==> config.mk <==
export PLATFORM = sky130hd
export DESIGN_NAME = kmp_stream_pattern_matcher_core_flat
export DESIGN_NICKNAME = d
export VERILOG_FILES = /design/src/design/kmp_pkg.sv /design/src/design/kmp_req_if.sv /design/src/design/kmp_res_if.sv /design/src/design/kmp_dp.sv /design/src/design/kmp_ctrl.sv /design/src/design/kmp_stream_pattern_matcher_core.sv /design/src/flat_wrapper.sv
export SDC_FILE = /design/constraint.sdc
export NUM_CORES = 1
export LEC_CHECK = 0
export BUFFER_PORTS_ARGS = -buffer_cell sky130_fd_sc_hd__buf_4
export CORE_ASPECT_RATIO = 0.75
export CORE_MARGIN = 4
export CORE_UTILIZATION = 45
export CTS_CLUSTER_DIAMETER = 30
export DETAILED_ROUTE_END_ITERATION = 6
export SYNTH_ARGS = -nofsm -noshare
export SYNTH_HDL_FRONTEND = slang
export SYNTH_HIERARCHICAL = 1
export SYNTH_SLANG_ARGS = --single-unit
export TNS_END_PERCENT = 30
==> constraint.sdc <==
create_clock -name clk -period 14.3 [get_ports clk]
set_input_delay 2.86 -clock clk [delete_from_list [all_inputs] [get_ports clk]]
set_output_delay 2.86 -clock clk [all_outputs]
set_load 0.005 [all_outputs]
==> src/design/kmp_pkg.sv <==
// Shared types and constants for the streaming KMP pattern matcher.
// No dependencies; used by the controller, datapath and top level.
package kmp_pkg;

  localparam int MAX_PATTERN = 32;

  localparam logic REQ_LOAD = 1'b0;
  localparam logic REQ_TEXT = 1'b1;

  // failure table read address source
  typedef enum logic [1:0] {
    FA_K,
    FA_J,
    FA_M
  } fail_sel_t;

  typedef struct packed {
    logic      load;
    logic      text_start;
    logic      build_init;
    logic      build_adv;
    logic      k_fb;
    logic      j_fb;
    logic      j_adv;
    logic      sel_build;
    fail_sel_t fail_sel;
    logic      commit;
  } dp_cmd_t;

  typedef struct packed {
    logic loading_done;
    logic len_zero;
    logic len_one;
    logic build_last;
    logic eq_build;
    logic k_zero;
    logic eq_text;
    logic j_zero;
    logic text_hit;
  } dp_status_t;

endpackage

==> src/design/kmp_req_if.sv <==
// Request channel: pattern load and text bytes, valid/ready handshake.
// Depends on nothing.
interface kmp_req_if;
  logic       valid;
  logic       ready;
  logic       req_type;
  logic [7:0] data_byte;
  logic       pattern_last;

  modport source (output valid, req_type, data_byte, pattern_last, input ready);
  modport sink   (input valid, req_type, data_byte, pattern_last, output ready);
endinterface

==> src/design/kmp_res_if.sv <==
// Result channel: match flag, start position and running count.
// Depends on nothing.
interface kmp_res_if;
  logic        valid;
  logic        ready;
  logic        match_found;
  logic [31:0] match_position;
  logic [31:0] match_count;

  modport source (output valid, match_found, match_position, match_count, input ready);
  modport sink   (input valid, match_found, match_position, match_count, output ready);
endinterface

==> src/design/kmp_dp.sv <==
// Datapath: pattern and failure memories, match state, counters, result register.
// Depends on kmp_pkg; driven by kmp_ctrl through dp_cmd_t.
module kmp_dp #(
  parameter int MAX_PATTERN = kmp_pkg::MAX_PATTERN
) (
  input  logic                clk,
  input  logic                rst,
  input  kmp_pkg::dp_cmd_t    cmd,
  output kmp_pkg::dp_status_t status,
  input  logic [7:0]          data_byte,
  input  logic                pattern_last,
  output logic                match_found,
  output logic [31:0]         match_position,
  output logic [31:0]         match_count
);

  localparam int LW = $clog2(MAX_PATTERN + 1);
  localparam int IW = (MAX_PATTERN > 1) ? $clog2(MAX_PATTERN) : 1;

  logic [7:0]    pat_mem  [MAX_PATTERN];
  logic [IW-1:0] fail_mem [MAX_PATTERN];

  logic [7:0]    pat_a;
  logic [7:0]    pat_b;
  logic [IW-1:0] fail_rd;

  logic [LW-1:0] len;
  logic          loading_done;
  logic [LW-1:0] matched;
  logic [31:0]   pos;
  logic [31:0]   found;
  logic [7:0]    c_r;
  logic [LW-1:0] j;
  logic [LW-1:0] k;
  logic [LW-1:0] q;
  logic          hit_r;
  logic          upd_prefix;
  logic          upd_pos;

  logic [LW-1:0] eff_len;
  logic [LW-1:0] j_init;
  logic [LW-1:0] jn;
  logic [LW-1:0] kn;
  logic [LW-1:0] fail_addr;
  logic [LW-1:0] pat_a_addr;
  logic [IW-1:0] fail_wr_addr;
  logic [31:0]   count_next;
  logic          eq_build;
  logic          eq_text;

  assign eff_len    = loading_done ? '0 : len;
  assign j_init     = (matched >= len) ? '0 : matched;
  assign eq_build   = (pat_a == pat_b);
  assign eq_text    = (c_r == pat_a);
  assign jn         = j + LW'(eq_text);
  assign kn         = k + LW'(eq_build);
  assign pat_a_addr = cmd.sel_build ? q : j;
  assign count_next = found + 32'(hit_r);
  assign fail_wr_addr = cmd.build_init ? '0 : q[IW-1:0];

  always_comb begin
    unique case (cmd.fail_sel)
      kmp_pkg::FA_K: fail_addr = k - LW'(1);
      kmp_pkg::FA_J: fail_addr = j - LW'(1);
      kmp_pkg::FA_M: fail_addr = len - LW'(1);
      default:       fail_addr = '0;
    endcase
  end

  always_comb begin
    status.loading_done = loading_done;
    status.len_zero     = (len == '0);
    status.len_one      = (len == LW'(1));
    status.build_last   = ((q + LW'(1)) == len);
    status.eq_build     = eq_build;
    status.k_zero       = (k == '0);
    status.eq_text      = eq_text;
    status.j_zero       = (j == '0);
    status.text_hit     = (jn == len);
  end

  // memories: one write port each, registered reads
  always_ff @(posedge clk) begin
    if (cmd.load && (eff_len < LW'(MAX_PATTERN))) begin
      pat_mem[eff_len[IW-1:0]] <= data_byte;
    end
    pat_a <= pat_mem[pat_a_addr[IW-1:0]];
    pat_b <= pat_mem[k[IW-1:0]];
  end

  always_ff @(posedge clk) begin
    if (cmd.build_init || cmd.build_adv) begin
      fail_mem[fail_wr_addr] <= cmd.build_init ? '0 : kn[IW-1:0];
    end
    fail_rd <= fail_mem[fail_addr[IW-1:0]];
  end

  // working registers of one build or one text step, and the result register
  always_ff @(posedge clk) begin
    if (cmd.text_start) begin
      c_r        <= data_byte;
      hit_r      <= 1'b0;
      upd_prefix <= loading_done && (len != '0);
      upd_pos    <= loading_done;
      j          <= j_init;
    end
    if (cmd.j_adv) begin
      j     <= jn;
      hit_r <= (jn == len);
    end
    if (cmd.j_fb) begin
      j <= LW'(fail_rd);
    end
    if (cmd.build_init) begin
      q <= LW'(1);
      k <= '0;
    end
    if (cmd.build_adv) begin
      q <= q + LW'(1);
      k <= kn;
    end
    if (cmd.k_fb) begin
      k <= LW'(fail_rd);
    end
    if (cmd.commit) begin
      match_found    <= hit_r;
      match_position <= hit_r ? (pos - (32'(len) - 32'd1)) : '0;
      match_count    <= count_next;
    end
  end

  always_ff @(posedge clk) begin
    if (rst) begin
      len          <= '0;
      loading_done <= 1'b1;
      matched      <= '0;
      pos          <= '0;
      found        <= '0;
    end else begin
      if (cmd.load) begin
        // bytes beyond the store are dropped, length saturates
        len          <= (eff_len < LW'(MAX_PATTERN)) ? eff_len + LW'(1) : eff_len;
        loading_done <= pattern_last;
        if (pattern_last) begin
          matched <= '0;
          pos     <= '0;
          found   <= '0;
        end
      end
      if (cmd.commit) begin
        found <= count_next;
        if (upd_prefix) begin
          matched <= j;
        end
        if (upd_pos) begin
          pos <= pos + 32'd1;
        end
      end
    end
  end

endmodule

==> src/design/kmp_ctrl.sv <==
// Controller: sequences loads, the failure table build and each text step.
// Depends on kmp_pkg; commands kmp_dp through dp_cmd_t.
module kmp_ctrl (
  input  logic                clk,
  input  logic                rst,
  input  logic                in_valid,
  output logic                in_ready,
  input  logic                in_req_type,
  input  logic                in_last,
  output logic                out_valid,
  input  logic                out_ready,
  output kmp_pkg::dp_cmd_t    cmd,
  input  kmp_pkg::dp_status_t status
);

  localparam logic [3:0] S_IDLE   = 4'd0;
  localparam logic [3:0] S_B_INIT = 4'd1;
  localparam logic [3:0] S_B_RD   = 4'd2;
  localparam logic [3:0] S_B_CMP  = 4'd3;
  localparam logic [3:0] S_B_FB   = 4'd4;
  localparam logic [3:0] S_T_RD   = 4'd5;
  localparam logic [3:0] S_T_CMP  = 4'd6;
  localparam logic [3:0] S_T_FB   = 4'd7;
  localparam logic [3:0] S_T_HIT  = 4'd8;
  localparam logic [3:0] S_T_WB   = 4'd9;

  logic [3:0] state;
  logic [3:0] state_next;
  logic       out_free;

  assign out_free = !out_valid || out_ready;
  assign in_ready = (state == S_IDLE);

  always_comb begin
    cmd        = '0;
    cmd.fail_sel = kmp_pkg::FA_K;
    state_next = state;
    unique case (state)
      S_IDLE: begin
        if (in_valid) begin
          if (in_req_type == kmp_pkg::REQ_TEXT) begin
            cmd.text_start = 1'b1;
            state_next = (!status.loading_done || status.len_zero) ? S_T_WB : S_T_RD;
          end else begin
            cmd.load = 1'b1;
            if (in_last) begin
              state_next = S_B_INIT;
            end
          end
        end
      end
      S_B_INIT: begin
        cmd.build_init = 1'b1;
        state_next = status.len_one ? S_IDLE : S_B_RD;
      end
      S_B_RD: begin
        cmd.sel_build = 1'b1;
        state_next = S_B_CMP;
      end
      S_B_CMP: begin
        cmd.sel_build = 1'b1;
        if (!status.k_zero && !status.eq_build) begin
          cmd.fail_sel = kmp_pkg::FA_K;
          state_next = S_B_FB;
        end else begin
          cmd.build_adv = 1'b1;
          state_next = status.build_last ? S_IDLE : S_B_RD;
        end
      end
      S_B_FB: begin
        cmd.k_fb = 1'b1;
        state_next = S_B_RD;
      end
      S_T_RD: begin
        state_next = S_T_CMP;
      end
      S_T_CMP: begin
        if (!status.j_zero && !status.eq_text) begin
          cmd.fail_sel = kmp_pkg::FA_J;
          state_next = S_T_FB;
        end else begin
          cmd.j_adv = 1'b1;
          if (status.text_hit) begin
            // fetch the table entry for the full match to restart from
            cmd.fail_sel = kmp_pkg::FA_M;
            state_next = S_T_HIT;
          end else begin
            state_next = S_T_WB;
          end
        end
      end
      S_T_FB: begin
        cmd.j_fb = 1'b1;
        state_next = S_T_RD;
      end
      S_T_HIT: begin
        cmd.j_fb = 1'b1;
        state_next = S_T_WB;
      end
      S_T_WB: begin
        // hold until the result register is free
        if (out_free) begin
          cmd.commit = 1'b1;
          state_next = S_IDLE;
        end
      end
      default: state_next = S_IDLE;
    endcase
  end

  always_ff @(posedge clk) begin
    if (rst) begin
      state     <= S_IDLE;
      out_valid <= 1'b0;
    end else begin
      state <= state_next;
      if (cmd.commit) begin
        out_valid <= 1'b1;
      end else if (out_ready) begin
        out_valid <= 1'b0;
      end
    end
  end

endmodule

==> src/design/kmp_stream_pattern_matcher_core.sv <==
// Load bytes go back to back; the last adds the table build (init, a read and compare per
// further position, a fallback per mismatch). Text byte: read, compare, fallback per mismatch,
// restart on a full match (registered memory reads), then write-back, which a result held by
// the sink stalls; no request is taken meanwhile. With a load open or no pattern, text goes
// straight to write-back. Synchronous reset clears control state and counters; the pattern
// and failure memories are not cleared and hold nothing valid until a pattern is loaded.
module kmp_stream_pattern_matcher_core #(
  parameter int MAX_PATTERN = kmp_pkg::MAX_PATTERN
) (
  input logic      clk,
  input logic      rst,
  kmp_req_if.sink  req,
  kmp_res_if.source res
);

  kmp_pkg::dp_cmd_t    cmd;
  kmp_pkg::dp_status_t status;

  kmp_ctrl u_ctrl (
    .clk         (clk),
    .rst         (rst),
    .in_valid    (req.valid),
    .in_ready    (req.ready),
    .in_req_type (req.req_type),
    .in_last     (req.pattern_last),
    .out_valid   (res.valid),
    .out_ready   (res.ready),
    .cmd         (cmd),
    .status      (status)
  );

  kmp_dp #(
    .MAX_PATTERN (MAX_PATTERN)
  ) u_dp (
    .clk            (clk),
    .rst            (rst),
    .cmd            (cmd),
    .status         (status),
    .data_byte      (req.data_byte),
    .pattern_last   (req.pattern_last),
    .match_found    (res.match_found),
    .match_position (res.match_position),
    .match_count    (res.match_count)
  );

endmodule

==> src/flat_wrapper.sv <==
// flat-port wrapper written by rule: the top's interface ports become plain ports
module kmp_stream_pattern_matcher_core_flat 
#(
  parameter int MAX_PATTERN = kmp_pkg::MAX_PATTERN
)
  (clk, rst, req_valid, req_req_type, req_data_byte, req_pattern_last, req_ready, res_valid, res_match_found, res_match_position, res_match_count, res_ready);
  kmp_req_if req_i ();
  kmp_res_if res_i ();
  input logic clk;
  input logic rst;
  input wire logic [$bits(req_i.valid)-1:0] req_valid;
  input wire logic [$bits(req_i.req_type)-1:0] req_req_type;
  input wire logic [$bits(req_i.data_byte)-1:0] req_data_byte;
  input wire logic [$bits(req_i.pattern_last)-1:0] req_pattern_last;
  output wire logic [$bits(req_i.ready)-1:0] req_ready;
  output wire logic [$bits(res_i.valid)-1:0] res_valid;
  output wire logic [$bits(res_i.match_found)-1:0] res_match_found;
  output wire logic [$bits(res_i.match_position)-1:0] res_match_position;
  output wire logic [$bits(res_i.match_count)-1:0] res_match_count;
  input wire logic [$bits(res_i.ready)-1:0] res_ready;
  assign req_i.valid = req_valid;
  assign req_i.req_type = req_req_type;
  assign req_i.data_byte = req_data_byte;
  assign req_i.pattern_last = req_pattern_last;
  assign req_ready = req_i.ready;
  assign res_valid = res_i.valid;
  assign res_match_found = res_i.match_found;
  assign res_match_position = res_i.match_position;
  assign res_match_count = res_i.match_count;
  assign res_i.ready = res_ready;
  kmp_stream_pattern_matcher_core #(.MAX_PATTERN(MAX_PATTERN)) u_core (.clk(clk), .rst(rst), .req(req_i), .res(res_i));
endmodule
==> results by group <==
Floorplanning
  • DIE AREA: 71300 um2
  • Starting Density: 0.459
  • Num rows: 81
  • Core area: 65800 um2
  • Die W: 307 um
  • Die span in y: 232 um
  • Ports: 81

Clock tree
  • CTS Sinks: 613
  • H-tree depth: 3
  • Hold buffer count at cts: 0
  • CTS buffer count: 113
  • Post-cts resize count: 0
  • Register clock-pin slew on the reported worst setup and hold paths: 50 ps
  • Postcts setup bufs: 0
  • Max clock buf depth: 3
  • Root Driver: clkbuf_16
  • CTS tree: yes
  • Clock latency on the worst-skew pair: 690 ps

Global routing
  • Tot GR Track Use: 0.220
  • First-pass GRT wire length: 120000 um
  • Antenna violations before repair: 1
  • Pin count of the biggest net entering global routing: 71
  • Vias in the first global route: 19761
  • Grt ovf: 0

Logic synthesis
  • Yosys cell types: 91
  • Post-synth EDFFs: 508
  • Top FF cell, synth: edfxtp_1
  • Area leader, netlist: edfxtp_1
  • Synth Area in Adders: 0.0239
  • Top-area cell type share of the netlist area: 0.506
  • Synth area leaders: edfxtp_1 51%, mux4_2 12%, dfxtp_1 7.0%, nand2_1 2.6%, nor2_1 2.6%
  • Synthesized area: 30200 um2
  • Syn nets: 2377
  • YS warnings: 6
  • Synth Area in Simple Gates: 0.120
  • Asr flop ratio synth: 0
  • Gate Count Post-Synth: 2306
  • Synth Area in XOR/XNOR: 0.0287
  • Synth Area in Compound Gates: 0.0884
  • Sequential fraction of the synthesis area: 0.575
  • Mean post-synth cell area: 13.1 um2
  • Multiplexer share of the synthesized area: 0.139
  • #FFs+latches synth: 613
  • Largest family of logic cells by synthesized area: multiplexers

Worst setup path
  • CP endpoint kind: flip-flop
  • Worst reg-to-reg path cell count: 22
  • Setup Crit Path Kind: flip-flop to flip-flop
  • Crit-path cells: xnor2_1 > nand4_1 > nor2_1 > ha_1 > ha_1 > xor2_1 > nor2_1 > or3b_2 > nor4_1 > inv_1 > nor4_1 > ha_1 > nor2b_1 > nor2_2 > inv_1 > ha_1 > inv_1 > buf_4 > mux4_2 > mux2_2 > mux2i_1 > a21oi_1
  • Worst Setup EP: u_core/u_dp/fail_rd[2]
  • Worst path slowest cell: inv_1
  • Critical Path Source: u_core/u_dp/c_r[2]
  • Largest stage delay, worst path: 810 ps
  • Top cell by count, worst path: ha_1
  • FF-to-FF End: u_core/u_dp/fail_rd[2]
  • RR Startpoint: u_core/u_dp/c_r[2]
  • CP Max Fanout: 31
  • Reg2Reg Setup Slack: 6640 ps
  • CP arrival: 8160 ps
  • Startpoint types: flip-flop
  • Req. time, crit path: 14810 ps

Routing
  • Post-route ant nets: 0
  • DRC viols: 10
  • Wire per inst: 23.5 um
  • Via count: 20434
  • Via density: 6.07
  • Pre-Repair DR Iteration Count: 7
  • Number of DRC markers in iteration 0: 2070
  • Routed wire length: 79000 um

Cells and area
  • Final instance area: 35400 um2
  • Share of layout cells above drive strength 1: 0.209
  • Syn-to-layout area delta: 17.5%
  • Nets: 2468

STA
  • Top achievable clock speed: 131 MHz
  • Max_slew headroom: 0.190
  • Setup_tns: 0 ps
  • Tightest Pin Transition: 1210 ps
  • Final hold violation count: 0
  • Final worst setup slack: 6640 ps
  • Final Cycle Share: 0.535
  • Post-layout minimum cycle time: 7660 ps
  • Skew final: 34.5 ps
  • Final setup viols: 0
  • RSZ-0062 raised after global routing: false
  • Fin. max-slew vios: 0

Placement
  • Detail Placement HPWL: 51400 um
  • IO buf count: 80
  • Place WS: 6730 ps
  • Placement Cell Area: 31600 um2
  • Global placer's final weighted congestion: 0.877

Status
  • Status: complete, but fails checks
  • Violated checks: DRC

Pwr
  • Static leakage: 12.2 nW
  • Peak supply drop: 0.000140 V
  • Power after layout: 6.70 mW
  • PwrDens: 189 nW/um2

Min path
  • Worst hold stages: 1
  • Tightest Hold Check Type: flip-flop to flip-flop

Job
  • Max_cap viols: 0
placed cells by master (no fill, tap or decap), types with 19 or more instances in the layout:
cell / n
and2_1: 19
ha_1: 56
nor3_1: 34
mux4_2: 157
nor2b_1: 52
o21ai_0: 77
inv_1: 46
clkbuf_16: 113
dfxtp_1: 105
nor2_1: 202
xnor2_1: 65
o211ai_1: 23
nand3_1: 84
buf_4: 106
xor2_1: 34
nand4_1: 24
clkbuf_1: 19
a21oi_1: 106
a21o_1: 30
nand2_1: 207
edfxtp_1: 508
mux2i_1: 33
mux2_2: 24
cells by family (layout without fill, tap and decap cells):
logic type	after synthesis	in the layout
AO/OA/AOI/OAI	396	396
XOR/XNOR	99	99
adder cells (fa/ha/maj)	57	57
buffers and inverters	178	367
flip-flops	613	613
multiplexers	219	219
other	0	1
AND/OR/NAND/NOR	744	744
Yosys cell counts (all sizes together) (6+ instances only):
master  count
a21oi     107
buf        48
a21o       30
nand4      25
a22o        6
a211oi     18
nor3b      20
a22oi      12
nor3       36
xnor2      65
and4        7
mux2       24
o211ai     23
o311ai      6
or3         7
o21ai      79
or2         7
nor2      207
and3       15
dfxtp     105
ha         56
a31o        9
o221ai      8
edfxtp    508
nand3      84
a31oi      12
nand2b     17
o21a       10
nand3b     11
inv        46
o31ai      10
mux2i      38
xor2       34
clkbuf     82
a311oi      9
nand2     207
a221oi      7
nor2b      54
nor4       11
mux4      157
and2       21
how the worst min path moves through the flow:
stage | start | slack (ps) | endpoint
3_5_place_dp | u_core/u_dp/pos[31] | 480 | u_core/u_dp/pos[31]
2_1_floorplan | u_core/u_dp/loading_done | 430 | u_core/u_dp/upd_pos
4_1_cts | u_core/u_dp/pos[31] | 490 | u_core/u_dp/pos[31]
5_1_grt | u_core/u_dp/pos[31] | 500 | u_core/u_dp/pos[31]
6_report | u_core/u_dp/pos[31] | 490 | u_core/u_dp/pos[31]
3_3_place_gp | u_core/u_dp/found[20] | 470 | u_core/u_dp/found[20]
routing by layer:
layer,GRT usage,share of wire,vias to the layer above
met2,0.314,0.42,880
met5,0,0,-
li1,-,-,9108
met4,0.0616,0.022,0
met3,0.0534,0.091,119
met1,0.334,0.46,10327
worst max-delay path: cells and delay by family (launching register included):
family	cells	cell delay [ps]
AND/OR/NAND/NOR	8	2390
flip-flops	1	380
AO/OA/AOI/OAI	1	100
buffers and inverters	4	1450
XOR/XNOR	2	410
adder cells (fa/ha/maj)	4	1710
multiplexers	3	1010
report_power, final:
part | internal, mW | switching [mW]
logic | 0.746 | 1.08
clock network | 1.72 | 0.936
registers | 2.12 | 0.100
total | 4.59 | 2.11
area by class of cell:
| type | count | area [um2] |
|---|---|---|
| fill | 5373 | 30300 |
| sequential | 613 | 17400 |
| multi-input combinational | 1515 | 12200 |
| clock buffer | 133 | 2910 |
| tap | 871 | 1090 |
| clock inverter | 80 | 955 |
| timing repair buffer | 106 | 796 |
| inverter | 48 | 180 |
| antenna | 1 | 2.50 |
state kept, by name (all words and copies together) (netlist names), 4 cells and up:
register / cells
u_core/u_ctrl/state: 4
u_core/u_dp/k: 6
u_core/u_dp/pos: 32
u_core/u_dp/match_position: 32
u_core/u_dp/fail_rd: 5
u_core/u_dp/matched: 6
u_core/u_dp/match_count: 32
u_core/u_dp/j: 6
u_core/u_dp/fail_mem: 160
u_core/u_dp/pat_mem: 256
u_core/u_dp/len: 6
u_core/u_dp/c_r: 8
u_core/u_dp/pat_b: 8
u_core/u_dp/pat_a: 8
u_core/u_dp/found: 32
u_core/u_dp/q: 6
through the flow:
step | instances | utilization | hold WS [ps]
6_report | 3367 | 0.539 | 490
5_1_grt | 3367 | 0.539 | 502
4_1_cts | 3366 | 0.539 | 494
3_5_place_dp | 3153 | 0.480 | 479
3_3_place_gp | 3153 | 0.480 | 475
2_1_floorplan | 2306 | - | 430
Power figures use the tool's default switching activity.
